File: src/two_level_queue_scheduler_top_defines.svh
// assertion macros used by the scheduler top
`ifndef TWO_LEVEL_QUEUE_SCHEDULER_TOP_DEFINES_SVH
`define TWO_LEVEL_QUEUE_SCHEDULER_TOP_DEFINES_SVH

// same-cycle implication, checked out of reset
`define TLQS_ASSERT_NOW(label, ante, cons) \
    label: assert property (@(posedge i_clk) disable iff (!i_rst_n) (ante) |-> (cons)) \
        else $error("scheduler check failed");

// next-cycle implication, checked out of reset
`define TLQS_ASSERT_NEXT(label, ante, cons) \
    label: assert property (@(posedge i_clk) disable iff (!i_rst_n) (ante) |=> (cons)) \
        else $error("scheduler check failed");

`endif

File: src/tlqs_pkg.sv
// types and constants of the two-level queue scheduler
`default_nettype none

package tlqs_pkg;

    localparam int BURST_W = 16;
    localparam int IDX_W   = 5;
    localparam int JOB_W   = 6;
    localparam int ACT_W   = 2;

    localparam logic [BURST_W-1:0] QUANTUM_RESET = 16'd4;

    localparam logic [ACT_W-1:0] ACT_LOAD_SYS = 2'd0;
    localparam logic [ACT_W-1:0] ACT_LOAD_USR = 2'd1;
    localparam logic [ACT_W-1:0] ACT_SCHED    = 2'd2;
    localparam logic [ACT_W-1:0] ACT_NONE     = 2'd3;

    typedef enum logic {
        S_IDLE,
        S_EXEC
    } t_state;

    typedef struct packed {
        logic load_sys;
        logic load_usr;
        logic sched_start;
        logic sched_exec;
    } t_dp_cmd;

    typedef struct packed {
        logic out_valid;
    } t_dp_status;

endpackage

`default_nettype wire

File: src/two_level_queue_scheduler_top.sv
// two-level queue scheduler: fcfs system queue over a round-robin user queue
//
// input channel i_valid/o_ready carries one word {i_action, i_burst}: load a
// system job, load a user job, or schedule one slice. Output channel
// o_valid/i_ready carries one result word per load or schedule; the unused
// action code is taken and gives no result.
// A load's result is valid the cycle after it is taken.
// A schedule reads the queue head from a registered memory port, so after
// acceptance it passes through S_EXEC and its result is registered from there.
// Throughput: one load per cycle while the output is not stalled; no new word is taken while a schedule is in S_EXEC.
// The result sits in an output register; a new word is taken while that
// result is being taken in the same cycle, and held off while it stalls.
// i_cfg_wr_en writes the user quantum (0 acts as 1); write it only while idle.
// Synchronous reset empties both queues, clears the job counters and sets
// the quantum to 4; no memory clearing pass is needed.
`default_nettype none

`include "two_level_queue_scheduler_top_defines.svh"

module two_level_queue_scheduler_top #(
    parameter int QUEUE_DEPTH = 16
) (
    input  wire                            i_clk,
    input  wire                            i_rst_n,
    input  wire                            i_valid,
    output logic                           o_ready,
    input  wire [tlqs_pkg::ACT_W-1:0]      i_action,
    input  wire [tlqs_pkg::BURST_W-1:0]    i_burst,
    output logic                           o_valid,
    input  wire                            i_ready,
    output logic                           o_idle,
    output logic                           o_from_user,
    output logic [tlqs_pkg::JOB_W-1:0]     o_job_id,
    output logic [tlqs_pkg::BURST_W-1:0]   o_run_time,
    output logic                           o_finished,
    output logic                           o_load_dropped,
    input  wire                            i_cfg_wr_en,
    input  wire [tlqs_pkg::BURST_W-1:0]    i_cfg_wr_data
);
    import tlqs_pkg::*;

    t_dp_cmd    cmd;
    t_dp_status status;

    tlqs_ctrl u_ctrl (
        .i_clk       (i_clk),
        .i_rst_n     (i_rst_n),
        .i_valid     (i_valid),
        .i_action    (i_action),
        .i_out_ready (i_ready),
        .i_status    (status),
        .o_ready     (o_ready),
        .o_cmd       (cmd)
    );

    tlqs_datapath #(
        .QUEUE_DEPTH (QUEUE_DEPTH)
    ) u_datapath (
        .i_clk          (i_clk),
        .i_rst_n        (i_rst_n),
        .i_cmd          (cmd),
        .i_burst        (i_burst),
        .i_cfg_wr_en    (i_cfg_wr_en),
        .i_cfg_wr_data  (i_cfg_wr_data),
        .i_out_ready    (i_ready),
        .o_status       (status),
        .o_idle         (o_idle),
        .o_from_user    (o_from_user),
        .o_job_id       (o_job_id),
        .o_run_time     (o_run_time),
        .o_finished     (o_finished),
        .o_load_dropped (o_load_dropped)
    );

    assign o_valid = status.out_valid;

    `TLQS_ASSERT_NEXT(a_exec_follows_start, cmd.sched_start, cmd.sched_exec)
    `TLQS_ASSERT_NOW(a_no_accept_in_exec, cmd.sched_exec, !o_ready)
    `TLQS_ASSERT_NEXT(a_result_after_exec, cmd.sched_exec, o_valid)
    `TLQS_ASSERT_NEXT(a_load_gives_result, cmd.load_sys || cmd.load_usr, o_valid)
    `TLQS_ASSERT_NOW(a_drop_only_on_load, o_valid && o_load_dropped,
                     !o_idle && !o_finished && !o_from_user)

endmodule

`default_nettype wire

File: src/tlqs_ctrl.sv
// controller: input handshake and schedule sequencing
`default_nettype none

module tlqs_ctrl (
    input  wire                            i_clk,
    input  wire                            i_rst_n,
    input  wire                            i_valid,
    input  wire [tlqs_pkg::ACT_W-1:0]      i_action,
    input  wire                            i_out_ready,
    input  wire tlqs_pkg::t_dp_status      i_status,
    output logic                           o_ready,
    output tlqs_pkg::t_dp_cmd              o_cmd
);
    import tlqs_pkg::*;

    t_state r_state;
    t_state n_state;
    logic   accept;

    always_ff @(posedge i_clk) begin
        if (!i_rst_n) begin
            r_state <= S_IDLE;
        end else begin
            r_state <= n_state;
        end
    end

    always_comb begin
        n_state = r_state;
        o_ready = 1'b0;
        accept  = 1'b0;
        o_cmd   = '0;
        case (r_state)
            S_IDLE: begin
                // output register must be free or emptying this cycle
                o_ready = !i_status.out_valid || i_out_ready;
                accept  = o_ready && i_valid;
                o_cmd.load_sys    = accept && (i_action == ACT_LOAD_SYS);
                o_cmd.load_usr    = accept && (i_action == ACT_LOAD_USR);
                o_cmd.sched_start = accept && (i_action == ACT_SCHED);
                if (o_cmd.sched_start) begin
                    n_state = S_EXEC;
                end
            end
            S_EXEC: begin
                o_cmd.sched_exec = 1'b1;
                n_state = S_IDLE;
            end
            default: begin
                n_state = S_IDLE;
            end
        endcase
    end

endmodule

`default_nettype wire

File: src/tlqs_datapath.sv
// datapath: queue memories, pointers, job counters, quantum and result register
`default_nettype none

module tlqs_datapath #(
    parameter int QUEUE_DEPTH = 16
) (
    input  wire                            i_clk,
    input  wire                            i_rst_n,
    input  wire tlqs_pkg::t_dp_cmd         i_cmd,
    input  wire [tlqs_pkg::BURST_W-1:0]    i_burst,
    input  wire                            i_cfg_wr_en,
    input  wire [tlqs_pkg::BURST_W-1:0]    i_cfg_wr_data,
    input  wire                            i_out_ready,
    output tlqs_pkg::t_dp_status           o_status,
    output logic                           o_idle,
    output logic                           o_from_user,
    output logic [tlqs_pkg::JOB_W-1:0]     o_job_id,
    output logic [tlqs_pkg::BURST_W-1:0]   o_run_time,
    output logic                           o_finished,
    output logic                           o_load_dropped
);
    import tlqs_pkg::*;

    localparam int PTR_W = (QUEUE_DEPTH > 1) ? $clog2(QUEUE_DEPTH) : 1;
    localparam int CNT_W = $clog2(QUEUE_DEPTH + 1);
    localparam int ENT_W = IDX_W + BURST_W;
    localparam logic [CNT_W-1:0] FULL     = CNT_W'(QUEUE_DEPTH);
    localparam logic [PTR_W-1:0] LAST_PTR = PTR_W'(QUEUE_DEPTH - 1);

    logic [ENT_W-1:0] sys_mem [QUEUE_DEPTH];
    logic [ENT_W-1:0] usr_mem [QUEUE_DEPTH];
    logic [ENT_W-1:0] r_sys_rd;
    logic [ENT_W-1:0] r_usr_rd;

    logic [PTR_W-1:0]   r_sys_head, n_sys_head;
    logic [PTR_W-1:0]   r_usr_head, n_usr_head;
    logic [CNT_W-1:0]   r_sys_fill, n_sys_fill;
    logic [CNT_W-1:0]   r_usr_fill, n_usr_fill;
    logic [IDX_W-1:0]   r_sys_loaded, n_sys_loaded;
    logic [IDX_W-1:0]   r_usr_loaded, n_usr_loaded;
    logic [BURST_W-1:0] r_quantum;
    logic               r_out_valid, n_out_valid;

    logic               r_idle, n_idle;
    logic               r_from_user, n_from_user;
    logic [JOB_W-1:0]   r_job_id, n_job_id;
    logic [BURST_W-1:0] r_run_time, n_run_time;
    logic               r_finished, n_finished;
    logic               r_dropped, n_dropped;
    logic               out_load;

    logic [PTR_W-1:0]   sys_tail, usr_tail;
    logic [CNT_W:0]     sys_sum, usr_sum;
    logic               sys_we, usr_we;
    logic [ENT_W-1:0]   usr_wdata;
    logic [BURST_W-1:0] eff_q;
    logic [BURST_W-1:0] usr_burst;
    logic [IDX_W-1:0]   usr_idx;

    // tail slot = (head + fill) mod depth
    assign sys_sum  = (CNT_W+1)'(r_sys_head) + (CNT_W+1)'(r_sys_fill);
    assign usr_sum  = (CNT_W+1)'(r_usr_head) + (CNT_W+1)'(r_usr_fill);
    assign sys_tail = (sys_sum >= (CNT_W+1)'(QUEUE_DEPTH)) ?
                      PTR_W'(sys_sum - (CNT_W+1)'(QUEUE_DEPTH)) : PTR_W'(sys_sum);
    assign usr_tail = (usr_sum >= (CNT_W+1)'(QUEUE_DEPTH)) ?
                      PTR_W'(usr_sum - (CNT_W+1)'(QUEUE_DEPTH)) : PTR_W'(usr_sum);

    assign eff_q     = (r_quantum == '0) ? BURST_W'(1) : r_quantum;
    assign usr_burst = r_usr_rd[BURST_W-1:0];
    assign usr_idx   = r_usr_rd[ENT_W-1:BURST_W];

    always_comb begin
        n_sys_head   = r_sys_head;
        n_usr_head   = r_usr_head;
        n_sys_fill   = r_sys_fill;
        n_usr_fill   = r_usr_fill;
        n_sys_loaded = r_sys_loaded;
        n_usr_loaded = r_usr_loaded;
        n_idle       = 1'b0;
        n_from_user  = 1'b0;
        n_job_id     = '0;
        n_run_time   = '0;
        n_finished   = 1'b0;
        n_dropped    = 1'b0;
        sys_we       = 1'b0;
        usr_we       = 1'b0;
        usr_wdata    = {n_usr_loaded, i_burst};
        out_load     = i_cmd.load_sys || i_cmd.load_usr || i_cmd.sched_exec;

        if (i_cmd.load_sys) begin
            if (r_sys_fill == FULL) begin
                n_dropped = 1'b1;
            end else begin
                sys_we       = 1'b1;
                n_sys_loaded = r_sys_loaded + IDX_W'(1);
                n_sys_fill   = r_sys_fill + CNT_W'(1);
            end
        end else if (i_cmd.load_usr) begin
            if (r_usr_fill == FULL) begin
                n_dropped = 1'b1;
            end else begin
                usr_we       = 1'b1;
                n_usr_loaded = r_usr_loaded + IDX_W'(1);
                n_usr_fill   = r_usr_fill + CNT_W'(1);
                usr_wdata    = {n_usr_loaded, i_burst};
            end
        end else if (i_cmd.sched_exec) begin
            if (r_sys_fill != '0) begin
                n_job_id   = {1'b0, r_sys_rd[ENT_W-1:BURST_W]};
                n_run_time = r_sys_rd[BURST_W-1:0];
                n_finished = 1'b1;
                n_sys_head = (r_sys_head == LAST_PTR) ? '0 : r_sys_head + PTR_W'(1);
                n_sys_fill = r_sys_fill - CNT_W'(1);
            end else if (r_usr_fill != '0) begin
                n_from_user = 1'b1;
                n_job_id    = {1'b0, r_sys_loaded} + {1'b0, usr_idx};
                n_usr_head  = (r_usr_head == LAST_PTR) ? '0 : r_usr_head + PTR_W'(1);
                if (usr_burst > eff_q) begin
                    // remainder goes back to the tail, fill unchanged
                    n_run_time = eff_q;
                    usr_we     = 1'b1;
                    usr_wdata  = {usr_idx, usr_burst - eff_q};
                end else begin
                    n_run_time = usr_burst;
                    n_finished = 1'b1;
                    n_usr_fill = r_usr_fill - CNT_W'(1);
                end
            end else begin
                n_idle = 1'b1;
            end
        end

        if (out_load) begin
            n_out_valid = 1'b1;
        end else if (i_out_ready) begin
            n_out_valid = 1'b0;
        end else begin
            n_out_valid = r_out_valid;
        end
    end

    // queue memories, one write and one registered read each
    always_ff @(posedge i_clk) begin
        if (sys_we) begin
            sys_mem[sys_tail] <= {n_sys_loaded, i_burst};
        end
        if (i_cmd.sched_start) begin
            r_sys_rd <= sys_mem[r_sys_head];
        end
    end

    always_ff @(posedge i_clk) begin
        if (usr_we) begin
            usr_mem[usr_tail] <= usr_wdata;
        end
        if (i_cmd.sched_start) begin
            r_usr_rd <= usr_mem[r_usr_head];
        end
    end

    always_ff @(posedge i_clk) begin
        if (!i_rst_n) begin
            r_sys_head   <= '0;
            r_usr_head   <= '0;
            r_sys_fill   <= '0;
            r_usr_fill   <= '0;
            r_sys_loaded <= '0;
            r_usr_loaded <= '0;
            r_quantum    <= QUANTUM_RESET;
            r_out_valid  <= 1'b0;
        end else begin
            r_sys_head   <= n_sys_head;
            r_usr_head   <= n_usr_head;
            r_sys_fill   <= n_sys_fill;
            r_usr_fill   <= n_usr_fill;
            r_sys_loaded <= n_sys_loaded;
            r_usr_loaded <= n_usr_loaded;
            r_out_valid  <= n_out_valid;
            if (i_cfg_wr_en) begin
                r_quantum <= i_cfg_wr_data;
            end
        end
    end

    always_ff @(posedge i_clk) begin
        if (out_load) begin
            r_idle      <= n_idle;
            r_from_user <= n_from_user;
            r_job_id    <= n_job_id;
            r_run_time  <= n_run_time;
            r_finished  <= n_finished;
            r_dropped   <= n_dropped;
        end
    end

    assign o_status.out_valid = r_out_valid;
    assign o_idle         = r_idle;
    assign o_from_user    = r_from_user;
    assign o_job_id       = r_job_id;
    assign o_run_time     = r_run_time;
    assign o_finished     = r_finished;
    assign o_load_dropped = r_dropped;

endmodule

`default_nettype wire
File: config.mk
export PLATFORM = sky130hd
export DESIGN_NAME = two_level_queue_scheduler_top
export DESIGN_NICKNAME = d
export VERILOG_FILES = /design/src/tlqs_pkg.sv /design/src/two_level_queue_scheduler_top.sv /design/src/tlqs_ctrl.sv /design/src/tlqs_datapath.sv
export VERILOG_INCLUDE_DIRS = /design/src /design/src/src
export SDC_FILE = /design/constraint.sdc
export NUM_CORES = 1
export LEC_CHECK = 0
export ABC_CLOCK_PERIOD_IN_PS = 9300
export BUFFER_PORTS_ARGS = -buffer_cell sky130_fd_sc_hd__buf_4
export CAP_MARGIN = 20
export CORE_MARGIN = 2
export CORE_UTILIZATION = 35
export CTS_CLUSTER_DIAMETER = 50
export CTS_CLUSTER_SIZE = 8
export DETAILED_ROUTE_END_ITERATION = 10
export PLACE_DENSITY = 0.5
export SETUP_SLACK_MARGIN = 0.05
export SLEW_MARGIN = 15
export SYNTH_ARGS = -nofsm -noshare
export SYNTH_HDL_FRONTEND = slang
export SYNTH_SLANG_ARGS = --single-unit
File: constraint.sdc
create_clock -name i_clk -period 9.3 [get_ports i_clk]
set_clock_uncertainty 0.2 [all_clocks]
set_input_delay 1.395 -clock i_clk [delete_from_list [all_inputs] [get_ports i_clk]]
set_output_delay 1.395 -clock i_clk [all_outputs]
set_load 0.005 [all_outputs]
; ---- Word-level counts from Yosys, hierarchy flattened
; Memory sizes are Yosys's and may differ from the RTL's. A register that Yosys moved wholly into a read port is not among the register bits.
; Index checks and enable logic that the tools add are counted.
; Widths: inputs -> output; s select.
[word_totals]
word_cells = 137
latch_bits = 0
mem_bits_ro = 0
ramBits = 672
reg_bits = 72
mem_count = 2
out_inout_bits = 28
[memory_table]
columns = name, words, width, read_ports, rd_clocked_by_memory_dff, write_ports, line
row1 = u_datapath.sys_mem, 16, 21, 1, 1, 1, tlqs_datapath.sv:30  ; logic [ENT_W-1:0] sys_mem [QUEUE_DEPTH];
row2 = u_datapath.usr_mem, 16, 21, 1, 1, 1, tlqs_datapath.sv:31  ; logic [ENT_W-1:0] usr_mem [QUEUE_DEPTH];
[op_classes]
bitwise_logic = 7
n_div = 0
n_mux = 59
n_shift = 0
n_mul = 0
reduce_logical = 25
addsub = 14
n_lt_le_gt_ge = 3
eq_ne = 11
[op_table]
columns = op, count
row1 = $mux 21, 7
row2 = $mux 5, 15
row3 = $mux 16, 4
row4 = $mux 1, 27
row5 = $add 5x1->5 const B, 4
row6 = $gt 16x16->1, 1
row7 = $logic_not 16->1, 1
row8 = $mux 4, 4
row9 = $sub 16x16->16, 1
row10 = $add 4x5->6, 2
row11 = $ge 6x5->1 const B, 2
row12 = $eq 5x5->1 const B, 2
row13 = $reduce_bool 2->1, 5
row14 = $reduce_bool 5->1, 2
row15 = $sub 5x1->5 const B, 2
row16 = $add 4x1->4 const B, 2
row17 = $eq 4x4->1 const B, 2
row18 = $reduce_and 4->1, 2
row19 = $sub 4x1->4 const B, 2
row20 = $not 1->1, 7
row21 = $add 5x5->6, 1
row22 = $ne 2x1->1 const B, 3
row23 = $reduce_and 6->1, 1
row24 = $reduce_and 5->1, 1
row25 = 13 further kinds, 19

; ---- Longest topological paths before layout
[logic_depth]
depth_word = 11
depth_mapped = 12
ltp_nobuf = 10

; ---- Modules after synthesis
; Synthesis repeated with hierarchy kept, for this count alone.
[unflattened]
hier_cells = 1574
hier_area_um2 = 31768.0
[modules_own_cells]
columns = mod, n_inst, area_per_inst_um2, cells_per_inst
row1 = tlqs_datapath, 1, 31690.4, 1564
row2 = tlqs_ctrl, 1, 77.6, 10

; ---- Worst setup path before layout
; Ideal clock, no wire load.
[synth_timing]
path_kind = input -> register
start = input i_action[0] (netlist name)
end = register u_datapath.r_sys_rd[0] (read register of u_datapath.sys_mem) (enable)
setup_slack_ns = 3.841
stages = 2
path_buffers = 0
arrival_ns = 4.764
cell_sequence = or3b_1 -> nor3_1
[synth_lines]
columns = element, line
row1 = start: declaration, two_level_queue_scheduler_top.sv:27  ; input wire [tlqs_pkg::ACT_W-1:0] i_action,
row2 = end: declaration, tlqs_datapath.sv:32  ; logic [ENT_W-1:0] r_sys_rd;

; ---- Worst setup path after layout
[layout_timing]
start = register u_datapath.r_quantum[8]
end = memory u_datapath.usr_mem[14][0] (netlist name) (enable)
[layout_between]
elab_chain_cells = 11
[layout_rtl]
columns = element, line
row1 = start: declaration, tlqs_datapath.sv:41  ; logic [BURST_W-1:0] r_quantum;
row2 = start signal: assignment, tlqs_datapath.sv:180  ; r_quantum <= i_cfg_wr_data;
row3 = $logic_not 16->1, tlqs_datapath.sv:68  ; assign eff_q = (r_quantum == '0) ? BURST_W'(1) : r_quantum;
row4 = $mux 16 *, tlqs_datapath.sv:68
row5 = $gt 16x16->1 *, tlqs_datapath.sv:118  ; if (usr_burst > eff_q) begin
row6 = $mux 1 *, tlqs_datapath.sv:118
row7 = $mux 1 *, tlqs_datapath.sv:114  ; end else if (r_usr_fill != '0) begin
row8 = $mux 1 *, tlqs_datapath.sv:108  ; if (r_sys_fill != '0) begin
row9 = $mux 1 *, tlqs_datapath.sv:107  ; end else if (i_cmd.sched_exec) begin
row10 = $mux 1 *, tlqs_datapath.sv:98  ; end else if (i_cmd.load_usr) begin
row11 = $mux 1 *, tlqs_datapath.sv:90  ; if (i_cmd.load_sys) begin
row12 = $mux 1 *, tlqs_datapath.sv:153  ; if (usr_we) begin
row13 = $mux 1 (not written as such) *, tlqs_datapath.sv:154  ; usr_mem[usr_tail] <= usr_wdata;
row14 = end: declaration, tlqs_datapath.sv:31
; Mark *: on every way between the ends. The rest lies on a longest branch, timed or not.

==> impl_metrics.env <==
export IMPL_status="completed"
export IMPL_power_switching_mw=1.64
export IMPL_antenna_found_initial=1
export IMPL_grt_pass1_wl_um=115000
export IMPL_rsz0062_at_grt="false"
export IMPL_syn2layout_area_growth_pct=17.3
export IMPL_cts_tree="yes"
export IMPL_start_util_pct=35.3
export IMPL_die_h_um=305
export IMPL_ys_ff_latch=786
export IMPL_diodes=0
export IMPL_reg2reg_depth=11
export IMPL_async_reset_ff_share_pct=0
export IMPL_path_max_fanout=16
export IMPL_whs_path_depth=2
export IMPL_timing_rr_start="u_datapath.r_quantum[8]"
export IMPL_clockBufferDepth=3
export IMPL_grt_max_degree=64
export IMPL_dp_slack_ns=4.81
export IMPL_seqPwrFrac_pct=49.4
export IMPL_die_w_um=305
export IMPL_ctsHoldBuffers=0
export IMPL_place_inst=2818
export IMPL_clock_latency_ns=0.66
export IMPL_power_internal_mw=6.32
export IMPL_final_period_utilization_pct=48.1
export IMPL_arrival_ns=4.58
export IMPL_wl_per_cell_um=26.1
export IMPL_cts_setup_buffers=0
export IMPL_num_vias=15900
export IMPL_ant_nets=0
export IMPL_overflow=0
export IMPL_worstSetupStartpoint="u_datapath.r_quantum[8]"
export IMPL_whs_ns=0.336
export IMPL_leakagePower_nw=12.0
export IMPL_vdd_ir_drop_worst_mv=0.166
export IMPL_setup_violations=0
export IMPL_power_density_nw_per_um2=214
export IMPL_synth_seq_area_share_pct=72.9
export IMPL_post_dp_hpwl_um=46900
export IMPL_ios=67
export IMPL_path_clk_slew_ns=0.05
export IMPL_dpl_cell_area_um2=34000
export IMPL_initialDrtViolationCount=1363
export IMPL_routabilityCongestion=0.797
export IMPL_synth_edff_count=740
export IMPL_drc=0
export IMPL_via_per_inst=5.30
export IMPL_ys_warn_count=0
export IMPL_cts_root_buf="clkbuf_16"
export IMPL_cp_end_kind="register"
export IMPL_setup_ws_ns=4.83
export IMPL_stdcell_count=2994
export IMPL_dr_pass1_iters=5
export IMPL_finalNetCount=1842
export IMPL_num_fill_cells=7967
export IMPL_synth_area_um2=31800
export IMPL_synth_nets=1680
export IMPL_maxSlewViolCount=0
export IMPL_cts_buffers=112
export IMPL_maxSlewHeadroom_pct=28.3
export IMPL_layout_min_cycle_time_ns=4.47
export IMPL_die_area_um2=93200
export IMPL_start_kind="register"
export IMPL_worstMarginPinSlew_ns=1.07
export IMPL_cts_resized=0
export IMPL_total_power_mw=7.97
export IMPL_port_buffers=66
export IMPL_ctsHtreeMaxLevel=3
export IMPL_p_comb_share_pct=4.2
export IMPL_worstHoldStart="u_datapath.r_sys_rd[19]"
export IMPL_syn_inst=1598
export IMPL_p_clk_share_pct=46.4
export IMPL_drive_above_1_share_pct=28.8
export IMPL_required_ns=9.41
export IMPL_core_um2=90000
export IMPL_tns_ns=0
export IMPL_grtUsageTotal_pct=17.0
export IMPL_yosysUniqueCellTypes=68
export IMPL_swShare_pct=20.6
export IMPL_worstSetupPathType="reg2reg"
export IMPL_first_global_vias=16600
export IMPL_hold_class="reg2reg"
export IMPL_synth_area_per_cell_um2=19.9
export IMPL_synth_ff_type="edfxtp_1"
export IMPL_wl_um=78100
export IMPL_utilization_pct=41.4
export IMPL_design_area_um2=37300
export IMPL_clkSinkCount=786
export IMPL_fmax_mhz=224
export IMPL_row_count=110
export IMPL_cap_violations=0
export IMPL_finalHoldViolCount=0
## worst max-delay path, stage by stage (launching register included)
cell	delay (ns)
dfxtp_1	0.39
nor4_1	0.12
a41o_1	0.27
ha_1	0.22
fa_1	0.43
nand2b_1	0.19
a211o_1	0.30
a21o_4	0.24
a211o_1	0.37
a21o_1	0.34
nor4_2	0.59
buf_4	0.46
## cell type report
type | instances | area, µm² | share of cell area [%]
tap | 1176 | 1470 | 3.95
clock inverter | 11 | 121 | 0.326
inverter | 35 | 131 | 0.353
sequential | 786 | 23200 | 62.2
multi-input combinational | 700 | 8340 | 22.4
timing repair buffer | 125 | 978 | 2.63
clock buffer | 161 | 3060 | 8.21
## final timing paths
| path | to | slack, ns |
|---|---|---|
| worst min-delay path | u_datapath.o_job_id[3] | 0.34 |
| worst max register to register | u_datapath.usr_mem[14][0] | 4.83 |
| worst max-delay path | u_datapath.usr_mem[14][0] | 4.83 |
| worst min register to register | u_datapath.o_job_id[3] | 0.34 |
## kinds of logic after synthesis
kind of cell | after synthesis | synth area share [%]
compound gates | 151 | 3.22
xor+xnor | 37 | 1.02
flops | 786 | 72.9
mux | 249 | 16.1
buf+inv | 112 | 1.43
fa+ha+maj | 43 | 1.84
simple gates | 220 | 3.50
## sequential cells by signal, summed over array words and instances (netlist names), 5 cells and up
name                     cells
u_datapath.o_job_id          6
u_datapath.o_run_time       16
u_datapath.r_quantum        16
u_datapath.r_sys_fill        5
u_datapath.r_sys_loaded      5
u_datapath.r_sys_rd         21
u_datapath.r_usr_fill        5
u_datapath.r_usr_loaded      5
u_datapath.r_usr_rd         21
u_datapath.sys_mem         336
u_datapath.usr_mem         336
## power by group through the flow
stage          clock [mW]  sequential [mW]  combinational [mW]
5_1_grt              3.94             3.93               0.369
2_1_floorplan           0             3.99               0.198
3_5_place_dp            0             4.00               0.334
4_1_cts              3.79             3.94               0.336
3_3_place_gp            0             4.00               0.330
6_report             3.70             3.93               0.337
## synthesized netlist by cell type (6+ instances only)
cell        n  area share [%]
nor2_1     37            0.44
xnor2_1    23            0.63
o21ai_0    27            0.43
nor3_1     12            0.19
fa_1        6            0.38
xor2_1     14            0.39
nor2b_1    25            0.49
and2_1     17            0.33
o21ai_1    27            0.43
a21o_1     10            0.24
dfxtp_1    46             2.9
nand3_1    13            0.20
buf_1      14            0.17
clkbuf_1   48            0.57
edfxtp_1  740              70
o21a_1      8            0.19
inv_1      33            0.39
mux4_2    210              15
mux2i_1    36             1.1
nand4_1     7            0.14
a21oi_1    31            0.49
buf_2      10            0.16
ha_1       37             1.5
nand2_1    73            0.86
nor4_1     12            0.24
## placed cells by master (no fill, tap or decap), types with 7 or more instances in the layout
cell type,n
nor2b_1,25
xnor2_1,22
o21ai_1,23
o21ai_0,27
a21oi_1,29
nor2_1,19
nand3_1,13
and2_1,17
xor2_1,13
nand2_1,73
inv_1,33
edfxtp_1,740
clkbuf_1,45
ha_1,37
clkbuf_16,115
nor3_2,10
buf_4,123
mux4_2,210
o21a_1,8
nor2_2,18
mux2i_1,36
dfxtp_1,40
a21o_1,10
nand4_1,7
## routing by layer
metal  part of all wire, %  track usage (%)  vias to the layer above
li1                      -                -                     6854
met1                    47             24.5                     8520
met2                    47             26.6                      402
met3                   4.7             2.82                      103
met4                   1.9             5.09                        0
met5                     0                0                        -
No activity file was read; power rests on OpenSTA's default activity.
